[config.mk]
export PLATFORM = sky130hd
export DESIGN_NAME = bps_blend
export DESIGN_NICKNAME = d
export VERILOG_FILES = /design/src/rtl/core/bps_pkg.sv /design/src/rtl/core/bps_blend.sv
export SDC_FILE = /design/constraint.sdc
export NUM_CORES = 2
export LEC_CHECK = 0
export BUFFER_PORTS_ARGS = -buffer_cell sky130_fd_sc_hd__clkbuf_2
export CORE_MARGIN = 5
export CORE_UTILIZATION = 30
export CTS_BUF_LIST = sky130_fd_sc_hd__clkbuf_16
export CTS_CLUSTER_SIZE = 25
export DETAILED_ROUTE_END_ITERATION = 7
export SLEW_MARGIN = 20
export SYNTH_ARGS = -nofsm -noshare
export SYNTH_HDL_FRONTEND = slang
export SYNTH_SLANG_ARGS = --single-unit
[constraint.sdc]
create_clock -name clk -period 9.7 [get_ports clk]
set_input_delay 1.94 -clock clk [delete_from_list [all_inputs] [get_ports clk]]
set_output_delay 1.94 -clock clk [all_outputs]
set_load 0.005 [all_outputs]
[src/rtl/core/bps_pkg.sv]
// shared types, constants and the blend function for the bilinear pixel sampler
// no dependencies
package bps_pkg;

  localparam int COORD_W   = 16;
  localparam int FRAC_BITS = 8;
  localparam int INT_W     = COORD_W - FRAC_BITS;
  localparam int DIM_W     = 9;
  localparam int CHAN_W    = 8;
  localparam int PIX_W     = 3 * CHAN_W;
  localparam int ADDR_W    = 16;
  localparam int DEPTH     = 1 << ADDR_W;
  localparam int NBANK     = 4;
  localparam int CFG_IDX_W = 2;
  localparam logic [DIM_W-1:0] MAX_WIDTH  = DIM_W'(256);
  localparam logic [DIM_W-1:0] MAX_HEIGHT = DIM_W'(256);
  localparam logic [FRAC_BITS:0] FRAC_ONE = (FRAC_BITS+1)'(1 << FRAC_BITS);

  localparam logic CMD_WRITE  = 1'b0;
  localparam logic CMD_SAMPLE = 1'b1;

  localparam logic [CFG_IDX_W-1:0] REG_WIDTH  = CFG_IDX_W'(0);
  localparam logic [CFG_IDX_W-1:0] REG_HEIGHT = CFG_IDX_W'(1);

  // bank order: top-left, top-right, bottom-left, bottom-right
  localparam int TL = 0;
  localparam int TR = 1;
  localparam int BL = 2;
  localparam int BR = 3;

  typedef struct packed {
    logic                cmd;
    logic [COORD_W-1:0]  x_pos;
    logic [COORD_W-1:0]  y_pos;
    logic [PIX_W-1:0]    pixel_in;
  } req_t;

  typedef struct packed {
    logic [CHAN_W-1:0] red_out;
    logic [CHAN_W-1:0] green_out;
    logic [CHAN_W-1:0] blue_out;
    logic              ok;
  } res_t;

  // addressed request on its way into the store
  typedef struct packed {
    logic                          valid;
    logic                          cmd;
    logic                          landed;
    logic [FRAC_BITS-1:0]          fx;
    logic [FRAC_BITS-1:0]          fy;
    logic [PIX_W-1:0]              color;
    logic [NBANK-1:0][ADDR_W-1:0]  addr;
  } mem_ctl_t;

  // request leaving the store alongside the read data
  typedef struct packed {
    logic                 valid;
    logic                 cmd;
    logic                 landed;
    logic [FRAC_BITS-1:0] fx;
    logic [FRAC_BITS-1:0] fy;
  } blend_ctl_t;

  function automatic logic [CHAN_W-1:0] lerp(input logic [CHAN_W-1:0] p0,
                                             input logic [CHAN_W-1:0] p1,
                                             input logic [FRAC_BITS-1:0] f);
    logic [FRAC_BITS:0]              w0;
    logic [CHAN_W+FRAC_BITS:0]       a;
    logic [CHAN_W+FRAC_BITS:0]       b;
    logic [CHAN_W+FRAC_BITS:0]       s;
    w0 = FRAC_ONE - {1'b0, f};
    a  = (CHAN_W+FRAC_BITS+1)'(p0 * w0);
    b  = (CHAN_W+FRAC_BITS+1)'(p1 * f);
    s  = a + b;
    return s[FRAC_BITS +: CHAN_W];
  endfunction

endpackage

[src/rtl/core/bps_blend.sv]
// horizontal then vertical blend per channel, two register stages
// depends on bps_pkg
module bps_blend import bps_pkg::*; (
  input  logic                        clk,
  input  logic                        rst,
  input  blend_ctl_t                  bctl,
  input  logic [NBANK-1:0][PIX_W-1:0] pix,
  output logic                        done,
  output res_t                        result
);

  logic                              v3, cmd3, landed3;
  logic [FRAC_BITS-1:0]              fy3;
  logic [2:0][CHAN_W-1:0]            top, bot;

  always_ff @(posedge clk) begin
    if (rst) begin
      v3 <= 1'b0;
    end else begin
      v3 <= bctl.valid;
    end
    cmd3    <= bctl.cmd;
    landed3 <= bctl.landed;
    fy3     <= bctl.fy;
    for (int k = 0; k < 3; k++) begin
      top[k] <= lerp(pix[TL][k*CHAN_W +: CHAN_W], pix[TR][k*CHAN_W +: CHAN_W], bctl.fx);
      bot[k] <= lerp(pix[BL][k*CHAN_W +: CHAN_W], pix[BR][k*CHAN_W +: CHAN_W], bctl.fx);
    end
  end

  logic [2:0][CHAN_W-1:0] mix;
  always_comb begin
    for (int k = 0; k < 3; k++) begin
      mix[k] = (cmd3 == CMD_SAMPLE) ? lerp(top[k], bot[k], fy3) : '0;
    end
  end

  always_ff @(posedge clk) begin
    if (rst) begin
      done <= 1'b0;
    end else begin
      done <= v3;
    end
    result.red_out   <= mix[2];
    result.green_out <= mix[1];
    result.blue_out  <= mix[0];
    result.ok        <= (cmd3 == CMD_SAMPLE) || landed3;
  end

endmodule
======== After elaboration in Yosys (flattened, before gate mapping) ========
Cells that the tools add are included.
operators by class
  bitwise gates (word level) .............. 0
  add/subtract/negate cells ............... 11
  reduce and logical (&&, ||, !) cells .... 1
  equality and inequality tests ........... 0
  multiply operators ...................... 18
  magnitude comparators ................... 0
  divide/modulo/power cells ............... 0
  shifts and indexed selects .............. 0
  muxes and demuxes ....................... 0
operators with widths
  kind                                                                number
  16-bit adder                                                        9
  8-bit by 8-bit multiplier with 16-bit output                        9
  8-bit by 9-bit multiplier with 16-bit output                        9
  9-bit by 8-bit subtractor with 9-bit output (first input constant)  2
  1-bit logical OR                                                    1
storage, ports and cells
  bits in latches ......................... 0
  input port bits ......................... 117
  RAM bits ................................ 0
  logic and storage cells ................. 45
  output and inout bits ................... 26
  memory bits (read-only) ................. 0
  register bits ........................... 85
  memories ................................ 0

======== Depth between registers and ports, before layout ========
  depth in word-level cells ............... 3
  mapped depth ............................ 28
  gate-level depth less buffers ........... 25

======== Worst setup path after synthesis ========
No wires, ideal clock.
  kind .................................... in2reg
  from .................................... in bctl[8] (netlist name)
  to ...................................... reg bot[6] (netlist name)
  data arrival time ....................... 8.068 ns
  setup time .............................. 0.123 ns
  required time ........................... 9.577 ns
  buffers on the path ..................... 3
  slack ................................... 1.509 ns
  stages on the path ...................... 26
  cell sequence ........................... buf_4 inv_1 ha_1 nand2_1 or3_4 xor2_1 clkbuf_1 clkbuf_1 nand2_1 fa_1 fa_1 inv_1 fa_1 fa_1 fa_1 inv_1 fa_1 inv_1 ha_1 a2111oi_0 o21ai_0 o21bai_1 a21oi_1 nor3_1 o21bai_1 xor2_1
between the ends
  longest elaborated chain between the ends .. 3
  elaborated cells between the ends (all ways) .. 4
  those cells by class .................... 2 x add/sub; 2 x mul
RTL lines
  what                                          RTL line         RTL
  from (decl)                                   bps_blend.sv:6   input blend_ctl_t bctl,
  9-bit by 8-bit subtractor with 9-bit output   bps_pkg.sv:72    w0 = FRAC_ONE - {1'b0, f};
  8-bit by 9-bit multiplier with 16-bit output  bps_pkg.sv:73    a = (CHAN_W+FRAC_BITS+1)'(p0 * w0);
  16-bit adder (*)                              bps_pkg.sv:75    s = a + b;
  to (signal, indexed assignment)               bps_blend.sv:27  bot[k] <= lerp(pix[BL][k*CHAN_W +: CHAN_W], pix[BR][k*CHAN_W +: CHAN_W], bctl.fx);
  to (decl)                                     bps_blend.sv:14  logic [2:0][CHAN_W-1:0] top, bot;
Mark *: on every way between the ends. The rest lies on a longest branch, timed or not.
A chain may end at the register's enable or synchronous reset.

======== Worst setup path in the final report ========
  from .................................... in bctl[8] (netlist name)
  to ...................................... reg bot[15] (netlist name)
The elaborated chain is that of the path after synthesis.

==> results.yml <==
synthesis:
  netlist_area_mm2: 0.0409
  synthMuxAreaShare: 0
  synthXorXnorAreaFrac: 0.0274
  synth_edf_count: 0
  syn_inst: 4545
  async_reset_ff_frac: 0
  synthAdderAreaFrac: 0.606
  synth-compound-area-share: 0.0260
  synth_top_family_by_area: "adder cells"
  synth_nets: 6104
  ys_ff_latch: 85
  seq_area_frac_synth: 0.0416
  ys_types: 54
  syn_avg_cell_area_um2: 9.01
  synth-simple-area-share: 0.173
  ys_warn_count: 0
  synth-main-ff-cell: "dfxtp_1"
clocking:
  clockBufferDepth: 2
  postCtsSetupBuffers: 0
  root_buffer: "clkbuf_16"
  cts.clk_slew.worst_paths_ns: 0.08
  cts_resized: 0
  cts_buffers: 9
  clock-sinks: 85
  holdBufCountCts: 0
  htree_levels: 3
  insertion_delay_ns: 0.39
  cts_tree: "done"
worst_setup_path:
  crit_path_start_kind: "input pin"
  arrival_ns: 8.40
  cp_max_fo: 14
  cp.required_ns: 9.97
  path_class: "in2reg"
  worstSetupEndpointType: "register"
  r2r_slack_ns: 1.99
sta:
  rsz0062_at_grt: "no"
  relSlewSlack: 0.309
  setup_viol: 0
  finalSetupTns_ns: 0
  holdWs_ns: 0.426
  fin_worst_skew_ns: 0.0110
  max_freq_ghz: 0.123
  hold_viol: 0
  worst-slew-pin-transition_ns: 1.04
  maxSlewViolCount: 0
  timing.final.crit_share: 0.838
  period_minus_slack_ns: 8.13
grt:
  grtUsageTotal: 0.153
  grt_max_degree: 52
  grt_pass1_vias: 31723
  grt_pass1_wl_mm: 173
  antenna_found_initial: 20
  grt.overflow.total: 0
route:
  viasPerCell: 4.48
  drt_iter0_markers: 1344
  wl_per_cell_um: 16.5
  num_vias: 28522
  first_pass_iters: 5
  drcViolationCount: 0
  wl_mm: 105
  antenna_left: 0
final_layout:
  drive_above_1_share: 0.0472
  nets: 6128
  syn_to_final_growth_pct: 7.37
  nFillCells: 14186
hold_path:
  hold_path.class: "reg2reg"
placed_design:
  place_congestion: 0.829
  io_buffer_count: 142
  dpl.hpwl_mm: 86.8
floorplanning:
  placementRows: 135
  die_h_um: 379
  die_w_um: 379
  ios: 143
  initial_core_util: 0.302
  core_mm2: 0.135
  die_area_mm2: 0.144
job:
  maxCapViolations: 0
run_status:
  status: "finished, final reports clean"
## cell families (layout without fill, tap and decap cells)
group | Yosys count | count (layout)
adder cells (fa/ha/maj) | 1442 | 1442
buffers and inverters | 1376 | 1404
AND/OR/NAND/NOR | 1354 | 1354
AO/OA/AOI/OAI | 160 | 160
XOR/XNOR | 128 | 128
flip-flops | 85 | 85
other | 0 | 12
## layout by cell type, fill, tap and decap left out, types with 4 or more instances in the layout
master | Yosys | layout
buf_4 | 2 | 39
a21oi_1 | 49 | 49
clkbuf_2 | 1 | 141
diode_2 | 0 | 12
fa_1 | 900 | 900
o21a_1 | 14 | 14
xor2_1 | 38 | 35
xnor2_2 | 0 | 5
o21ai_1 | 8 | 8
o211ai_1 | 6 | 6
a31oi_1 | 5 | 5
ha_1 | 542 | 541
nand2_1 | 510 | 510
o21bai_1 | 6 | 6
o21ai_0 | 17 | 17
inv_1 | 1208 | 1209
nand3_1 | 13 | 13
and2_1 | 724 | 724
nor3_1 | 14 | 14
a21o_1 | 16 | 16
nand4_1 | 10 | 10
nor2_1 | 48 | 48
xnor2_1 | 90 | 82
nor2b_1 | 7 | 7
dfxtp_1 | 85 | 85
a211oi_1 | 7 | 7
a21boi_0 | 4 | 4
clkbuf_16 | 0 | 9
and3_1 | 10 | 10
a2111oi_0 | 4 | 4
## flip-flops by register name (all words and copies together) (netlist names)
signal,cells
result,25
bot,24
top,24
fy3,8
cmd3,1
done,1
landed3,1
v3,1
## routing by layer
| layer | vias to the layer above | part of all wire | global-route usage |
|---|---|---|---|
| met5 | - | 0.00083 | 0 |
| met4 | 12 | 0.012 | 0.0251 |
| met3 | 92 | 0.047 | 0.0244 |
| met2 | 522 | 0.49 | 0.268 |
| met1 | 14700 | 0.45 | 0.203 |
| li1 | 13196 | - | - |
## path summary, 6_finish.rpt
| kind | from | end | depth (start not counted) |
|---|---|---|---|
| setup / recovery | bctl[8] | bot[15]$_DFF_P_ | 25 |
| hold / removal | landed3$_DFF_P_ | result[0]$_DFF_P_ | 1 |
| setup reg to reg | fy3[0]$_DFF_P_ | result[15]$_SDFF_PN0_ | 23 |
| hold reg to reg | landed3$_DFF_P_ | result[0]$_DFF_P_ | 1 |
## stage by stage
step                      worst slack, ns   util  instance area [µm²]  cells
after floorplan                      1.51      -                40900   4545
after global placement               1.20  0.322                43700   6339
after detailed placement             1.14  0.322                43700   6339
after CTS                            1.57  0.324                43900   6354
after global routing                 1.14  0.324                43900   6356
final                                1.57  0.324                43900   6366
## critical path, cell delays in order
cell	delay, ns
buf_2	0.10
inv_1	0.07
ha_2	0.20
nand2_1	0.13
or3_4	0.41
xor2_4	0.49
buf_4	0.31
nand2_1	0.09
fa_1	0.48
fa_1	0.55
inv_1	0.05
fa_1	0.49
inv_1	0.05
fa_1	0.55
fa_1	0.44
fa_1	0.49
inv_1	0.05
ha_1	0.32
a21o_1	0.20
a21oi_1	0.16
nor3b_1	0.28
a211oi_1	0.14
o21a_1	0.20
nor2_1	0.11
xnor2_1	0.08
## area by class of cell
cell class / instances / area [µm²] / area share
tap: 1781 / 2230 / 0.0507
multi-input combinational: 3084 / 34200 / 0.778
inverter: 1208 / 4530 / 0.103
clock buffer: 9 / 225 / 0.00512
antenna: 12 / 30.0 / 0.000683
clock inverter: 6 / 32.5 / 0.000740
timing repair buffer: 181 / 1000 / 0.0228
sequential: 85 / 1700 / 0.0387
## synth_stat cells, types with 5 or more instances
cell type / instances / share of area
ha_1: 542 / 0.17
fa_1: 900 / 0.44
inv_1: 1208 / 0.11
nor2b_1: 7 / 0.0011
o21bai_1: 6 / 0.0011
a21oi_1: 49 / 0.0060
and2_1: 724 / 0.11
dfxtp_1: 85 / 0.042
a21o_1: 16 / 0.0029
clkbuf_1: 140 / 0.013
buf_1: 21 / 0.0019
a31oi_1: 5 / 0.00076
o21ai_1: 8 / 0.00098
o211ai_1: 6 / 0.0011
and3_1: 10 / 0.0015
nor3_1: 14 / 0.0017
nand2_1: 510 / 0.047
nand3_1: 13 / 0.0016
xor2_1: 38 / 0.0081
o21a_1: 14 / 0.0026
a211oi_1: 7 / 0.0013
xnor2_1: 90 / 0.019
nor2_1: 48 / 0.0044
o21ai_0: 17 / 0.0021
nand4_1: 10 / 0.0015
Power is not shown: default switching activity piles up to over one toggle a cycle in this logic, so the estimate is an artifact.
