<file path="src/rtl/core/bps_pkg.sv">
// shared types, constants and the blend function for the bilinear pixel sampler
// no dependencies
package bps_pkg;

  localparam int COORD_W   = 16;
  localparam int FRAC_BITS = 8;
  localparam int INT_W     = COORD_W - FRAC_BITS;
  localparam int DIM_W     = 9;
  localparam int CHAN_W    = 8;
  localparam int PIX_W     = 3 * CHAN_W;
  localparam int ADDR_W    = 16;
  localparam int DEPTH     = 1 << ADDR_W;
  localparam int NBANK     = 4;
  localparam int CFG_IDX_W = 2;
  localparam logic [DIM_W-1:0] MAX_WIDTH  = DIM_W'(256);
  localparam logic [DIM_W-1:0] MAX_HEIGHT = DIM_W'(256);
  localparam logic [FRAC_BITS:0] FRAC_ONE = (FRAC_BITS+1)'(1 << FRAC_BITS);

  localparam logic CMD_WRITE  = 1'b0;
  localparam logic CMD_SAMPLE = 1'b1;

  localparam logic [CFG_IDX_W-1:0] REG_WIDTH  = CFG_IDX_W'(0);
  localparam logic [CFG_IDX_W-1:0] REG_HEIGHT = CFG_IDX_W'(1);

  // bank order: top-left, top-right, bottom-left, bottom-right
  localparam int TL = 0;
  localparam int TR = 1;
  localparam int BL = 2;
  localparam int BR = 3;

  typedef struct packed {
    logic                cmd;
    logic [COORD_W-1:0]  x_pos;
    logic [COORD_W-1:0]  y_pos;
    logic [PIX_W-1:0]    pixel_in;
  } req_t;

  typedef struct packed {
    logic [CHAN_W-1:0] red_out;
    logic [CHAN_W-1:0] green_out;
    logic [CHAN_W-1:0] blue_out;
    logic              ok;
  } res_t;

  // addressed request on its way into the store
  typedef struct packed {
    logic                          valid;
    logic                          cmd;
    logic                          landed;
    logic [FRAC_BITS-1:0]          fx;
    logic [FRAC_BITS-1:0]          fy;
    logic [PIX_W-1:0]              color;
    logic [NBANK-1:0][ADDR_W-1:0]  addr;
  } mem_ctl_t;

  // request leaving the store alongside the read data
  typedef struct packed {
    logic                 valid;
    logic                 cmd;
    logic                 landed;
    logic [FRAC_BITS-1:0] fx;
    logic [FRAC_BITS-1:0] fy;
  } blend_ctl_t;

  function automatic logic [CHAN_W-1:0] lerp(input logic [CHAN_W-1:0] p0,
                                             input logic [CHAN_W-1:0] p1,
                                             input logic [FRAC_BITS-1:0] f);
    logic [FRAC_BITS:0]              w0;
    logic [CHAN_W+FRAC_BITS:0]       a;
    logic [CHAN_W+FRAC_BITS:0]       b;
    logic [CHAN_W+FRAC_BITS:0]       s;
    w0 = FRAC_ONE - {1'b0, f};
    a  = (CHAN_W+FRAC_BITS+1)'(p0 * w0);
    b  = (CHAN_W+FRAC_BITS+1)'(p1 * f);
    s  = a + b;
    return s[FRAC_BITS +: CHAN_W];
  endfunction

endpackage

</file>
<file path="src/rtl/core/bps_addr.sv">
// coordinate clamp and address generation, two register stages
// depends on bps_pkg
module bps_addr import bps_pkg::*; (
  input  logic              clk,
  input  logic              rst,
  input  logic              accept,
  input  req_t              req,
  input  logic [DIM_W-1:0]  image_width,
  input  logic [DIM_W-1:0]  image_height,
  output mem_ctl_t          ctl
);

  logic [INT_W-1:0] ix, iy, ix1_lo, iy1_lo;
  logic [DIM_W-1:0] ix1, iy1, wm1, hm1;

  // stage 0 registers
  logic                 v0, cmd0, landed0;
  logic [FRAC_BITS-1:0] fx0, fy0;
  logic [PIX_W-1:0]     color0;
  logic [INT_W-1:0]     c0, c1, r0, r1;

  logic [INT_W-1:0]     c0_next, c1_next, r0_next, r1_next;

  assign ix  = req.x_pos[COORD_W-1:FRAC_BITS];
  assign iy  = req.y_pos[COORD_W-1:FRAC_BITS];
  assign ix1 = {1'b0, ix} + DIM_W'(1);
  assign iy1 = {1'b0, iy} + DIM_W'(1);
  assign ix1_lo = ix1[INT_W-1:0];
  assign iy1_lo = iy1[INT_W-1:0];
  assign wm1 = image_width - DIM_W'(1);
  assign hm1 = image_height - DIM_W'(1);

  always_comb begin
    c0_next = ({1'b0, ix} < image_width)  ? ix     : wm1[INT_W-1:0];
    c1_next = (ix1 < image_width)         ? ix1_lo : wm1[INT_W-1:0];
    r0_next = ({1'b0, iy} < image_height) ? iy     : hm1[INT_W-1:0];
    r1_next = (iy1 < image_height)        ? iy1_lo : hm1[INT_W-1:0];
  end

  always_ff @(posedge clk) begin
    if (rst) begin
      v0 <= 1'b0;
    end else begin
      v0 <= accept;
    end
    cmd0    <= req.cmd;
    landed0 <= ({1'b0, ix} < image_width) && ({1'b0, iy} < image_height);
    fx0     <= req.x_pos[FRAC_BITS-1:0];
    fy0     <= req.y_pos[FRAC_BITS-1:0];
    color0  <= req.pixel_in;
    c0      <= c0_next;
    c1      <= c1_next;
    r0      <= r0_next;
    r1      <= r1_next;
  end

  // stage 1: row times width, one product per row
  logic [INT_W+DIM_W-1:0] row0_base, row1_base;
  assign row0_base = r0 * image_width;
  assign row1_base = r1 * image_width;

  always_ff @(posedge clk) begin
    if (rst) begin
      ctl.valid <= 1'b0;
    end else begin
      ctl.valid <= v0;
    end
    ctl.cmd      <= cmd0;
    ctl.landed   <= landed0;
    ctl.fx       <= fx0;
    ctl.fy       <= fy0;
    ctl.color    <= color0;
    // a landed write has c0 equal to its own column, so bank TL carries the write address
    ctl.addr[TL] <= ADDR_W'(row0_base + (INT_W+DIM_W)'(c0));
    ctl.addr[TR] <= ADDR_W'(row0_base + (INT_W+DIM_W)'(c1));
    ctl.addr[BL] <= ADDR_W'(row1_base + (INT_W+DIM_W)'(c0));
    ctl.addr[BR] <= ADDR_W'(row1_base + (INT_W+DIM_W)'(c1));
  end

endmodule

</file>
<file path="config.mk">
export PLATFORM = sky130hd
export DESIGN_NAME = bps_addr
export DESIGN_NICKNAME = d
export VERILOG_FILES = /design/src/rtl/core/bps_pkg.sv /design/src/rtl/core/bps_addr.sv
export SDC_FILE = /design/constraint.sdc
export NUM_CORES = 1
export LEC_CHECK = 0
export BUFFER_PORTS_ARGS = -buffer_cell sky130_fd_sc_hd__clkbuf_2
export CAP_MARGIN = 20
export CORE_UTILIZATION = 55
export DETAILED_ROUTE_END_ITERATION = 8
export PLACE_DENSITY_LB_ADDON = 0.08
export SYNTH_ARGS = -nofsm -noshare
export SYNTH_HDL_FRONTEND = slang
export SYNTH_SLANG_ARGS = --single-unit
</file>
<file path="constraint.sdc">
create_clock -name clk -period 8.28 [get_ports clk]
set_input_delay 2.484 -clock clk [delete_from_list [all_inputs] [get_ports clk]]
set_output_delay 2.484 -clock clk [all_outputs]
set_load 0.01 [all_outputs]
</file>
# == Word-level counts from Yosys, hierarchy flattened ==
# Cells that the tools add are included.
# op_classes
n_addsub,8
multipliers,2
order_cmp,4
muxes,4
n_reduce_logical,1
# ops
operator,n
16-bit by 8-bit adder with 16-bit output,4
8-bit by 9-bit multiplier with 16-bit output,2
8-bit two-way mux,4
8-bit by 1-bit adder with 9-bit output (second input constant),2
8-bit by 9-bit < comparator with 1-bit output,2
9-bit < comparator,2
8-bit by 1-bit subtractor with 8-bit output (second input constant),2
1-bit logical AND,1
# word_totals
regBits,182
in_bits,78
out_inout_bits,107
wordCells,39

# == Depth between registers and ports, before layout ==
# depth
word_depth,3
depth_mapped,22

# == Worst setup path before layout ==
# OpenSTA, ideal clock, no wires.
# synth_path
kind,input to register
startpoint,in image_width[0]
endpoint,reg ctl[47] (netlist bit)
setup_time_ns,0.127
t_arrival_ns,7.229
required_ns,8.153
setup_slack_ns,0.924
stages,20
path_buffers,3
cell_sequence,clkbuf_1 clkbuf_1 nand2_1 fa_1 fa_1 inv_1 fa_1 inv_1 fa_1 inv_1 ha_1 buf_6 and3_4 a22oi_1 a21oi_1 xnor2_1 and3b_4 and2_4 nor3b_2 xor2_1
# synth_between
elab_chain_len,2
# synth_lines
element,line_no,source
"start, declared",bps_addr.sv:8,"input logic [DIM_W-1:0] image_width,"
8-bit by 9-bit multiplier with 16-bit output,bps_addr.sv:60,assign row1_base = r1 * image_width;
16-bit by 8-bit adder with 16-bit output,bps_addr.sv:76,ctl.addr[BL] <= ADDR_W'(row1_base + (INT_W+DIM_W)'(c0));
"end, declared",bps_addr.sv:10,output mem_ctl_t ctl
# Every way passes these cells.
# A chain may end at the register's enable or synchronous reset.

# == Final worst setup path ==
# layout_path
startpoint,in image_width[2]
endpoint,reg ctl[31] (netlist bit)
# layout_between
elab_chain_len,2
# layout_lines
element,line_no,source
8-bit by 9-bit multiplier with 16-bit output,bps_addr.sv:59,assign row0_base = r0 * image_width;
16-bit by 8-bit adder with 16-bit output,bps_addr.sv:75,ctl.addr[TR] <= ADDR_W'(row0_base + (INT_W+DIM_W)'(c1));
# Every way passes these cells.

==> results.md <==
* Outcome: completed
* Routed Antenna Nets at 0
* Fmax at 140 MHz
* Ant diodes at 0
* TritonCTS Buffers at 17
* PwrDens at 440 nW/um^2
* Worst Path Required at 8.59 ns
* Design area at 13500 sq um
* Post-CTS sizing at 0
* Switching fraction of total power at 0.441
* Gr ovfl total at 0
* CTS tree: done
* Avg Inst Size Synth at 9.91 sq um
* Max-Cap Viols at 0
* Distinct cells, synth at 61
* PortBufs at 184
* Clock transition at path regs at 0.07 ns
* Setup TNS at 0 ns
* Starting Density at 0.568
* H-tree depth at 4
* Skew-Pair Late Insertion Delay at 0.44 ns
* Int Pwr at 3330 uW
* Synth Flop Type: dfxtp_1
* Post-DP Area at 12900 sq um
* Critical path class: input pin to register
* Fraction of layout cells with a size suffix above 1 at 0.180
* Sw Pwr at 2620 uW
* Top cell type's share of synthesized area at 0.312
* Hpwl dp at 18700 um
* Commonest cells post-synth: dfxtp_1, inv_1, ha_1
* WL/cell at 13.9 um
* Cell count after placement at 1618
* Crit-path max FO at 21
* Clk pwr share at 0.139
* Mapped Nets at 1479
* Slew Limit Fails at 0
* Tmin final at 7.12 ns
* Area leader, netlist: dfxtp_1
* Final period utilization at 0.860
* Routed WL at 23000 um
* Finish-stage setup viols at 0
* Final hold violations at 0
* Hold Slack at 0.325 ns
* Global Route Usage Sum at 0.223
* Reg power frac at 0.206
* Post-synthesis register bit count at 182
* Row count at 52
* Pin count of the biggest net entering global routing at 22
* RSZ-0062 raised after global routing: no
* Post-route DRC at 0
* Initial antenna violation count at 0
* Sequential-to-total area share from yosys stat at 0.312
* GP Congestion at 0.955
* Worst Tran Pin Value at 0.785 ns
* Max Buffers Root-to-Sink at 2
* Headroom to the max-slew limit at 0.475
* R2r setup slk at 3.11 ns
* Die area at 21800 sq um
* Startpoint Class: input pin
* P_leak at 0.00688 uW
* CORE AREA at 20600 sq um
* Detailed Route Iter0 Violations at 241
* Ports at 185
* Clk sink count at 182
* Routed via count at 8216
* Setup crit end kind: register
* Mapped Cells at 1179
* YS warnings at 0
* Vias in the first global route at 8322
* Hold wc startpoint: fx0[2]
* Post-CTS Setup Inserts at 0
* Peak supply drop at 243 uV
* Hold Crit Class: register to register
* Clock Skews at 0.0143 ns
* Die width at 148 um
* Mapped cell area at 11700 sq um
* Synthesis-to-layout area growth at 15.7%
* Design Power at 5950 uW
* Post-route insts no fill at 1650
* Async SR Flop Fraction at 0
* Combinational fraction of design power at 0.655
* Vias per inst at 4.98
* First-pass GRT wire length at 38700 um
* Most frequent cell after synthesis: dfxtp_1
* Chip height at 148 um
* Top post-synthesis cells by area: dfxtp_1, fa_1, ha_1
* Post-synth EDFFs at 0
* Final nets at 1667
* CP Launch Point: image_width[2]
* Worst Path Arrival at 7.43 ns
* Router iterations before antenna repair at 5
* CTS root buffer: clkbuf_16
* Reg-to-reg startpoint: r0[6]
* CTS hold repair buffers at 0
## critical path, cell delays in order
cell      delay (ns)
clkbuf_2        0.31
and2_1          0.27
fa_1            0.50
fa_1            0.51
fa_1            0.54
inv_1           0.05
fa_1            0.52
inv_1           0.04
ha_1            0.35
a211oi_1        0.24
o211ai_1        0.15
a41oi_1         0.51
nor2_1          0.10
a211oi_1        0.44
and3b_1         0.25
nand2_1         0.08
xnor2_1         0.06
## final cells by class
cell class	instances	area (sq um)
Tap cell	270	338
Fill cell	1723	7040
Inverter	181	679
Multi-Input combinational cell	796	7280
Clock buffer	17	425
Sequential cell	182	3640
Timing Repair Buffer	189	958
Clock inverter	15	199
## final timing paths
path / end / cells past startpoint
setup / recovery: ctl[31] / 17
hold / removal: ctl[98] / 0
setup reg to reg: ctl[31] / 16
hold reg to reg: ctl[98] / 0
## per-stage QoR
stage,utilization,setup WS (ns)
6_report,0.658,1.16
5_1_grt,0.658,0.871
4_1_cts,0.658,1.19
3_5_place_dp,0.627,0.730
3_3_place_gp,0.627,0.790
2_1_floorplan,-,0.924
## power groups by stage
stage	Clock [uW]	Combinational, uW	Sequential, uW
3_5_place_dp	0	3910	1250
4_1_cts	846	3940	1230
5_1_grt	888	4370	1250
3_3_place_gp	0	3860	1240
2_1_floorplan	0	2950	1310
6_report	825	3900	1230
## layer usage
layer | wire [um] | global-route usage | up-vias
li1 | - | - | 4164
met1 | 10500 | 0.280 | 3838
met3 | 983 | 0.0380 | 29
met4 | 387 | 0.0742 | 0
met5 | 0 | 0 | -
met2 | 11100 | 0.386 | 185
## sequential cells by signal (all words and copies together), names as in the netlist, 8 cells and up
register,cells
ctl,107
color0,24
c0,8
c1,8
fx0,8
fy0,8
r0,8
r1,8
## layout by cell type, fill, tap and decap left out, types with 3 or more instances in the layout
| cell | Yosys | layout |
|---|---|---|
| a21o_1 | 24 | 24 |
| fa_1 | 86 | 86 |
| o21ai_0 | 23 | 23 |
| xor2_1 | 19 | 19 |
| clkinv_8 | 0 | 5 |
| and3_1 | 6 | 6 |
| mux2_2 | 6 | 6 |
| nand4_1 | 3 | 3 |
| nor3_1 | 15 | 15 |
| nor2_1 | 44 | 44 |
| ha_1 | 136 | 136 |
| a21boi_0 | 4 | 4 |
| a21oi_1 | 45 | 45 |
| nand2b_1 | 3 | 3 |
| o21bai_1 | 8 | 8 |
| o21a_1 | 8 | 8 |
| mux2i_1 | 24 | 24 |
| nand2_1 | 63 | 63 |
| o21ba_2 | 3 | 3 |
| dfxtp_1 | 182 | 182 |
| xnor2_1 | 87 | 87 |
| and2_1 | 116 | 116 |
| nor2b_1 | 12 | 12 |
| inv_1 | 181 | 181 |
| buf_4 | 0 | 5 |
| a211oi_1 | 6 | 6 |
| clkbuf_2 | 0 | 184 |
| inv_6 | 0 | 4 |
| clkbuf_16 | 0 | 17 |
| nand3_1 | 17 | 17 |
## logic make-up after synthesis
logic type / Yosys count / share of synthesized area
flops: 182 / 0.312
compound gates: 144 / 0.0876
buf+inv: 201 / 0.0653
mux: 31 / 0.0276
fa+ha+maj: 222 / 0.293
simple gates: 293 / 0.135
xor+xnor: 106 / 0.0794
(Power assumes the default switching activity.)
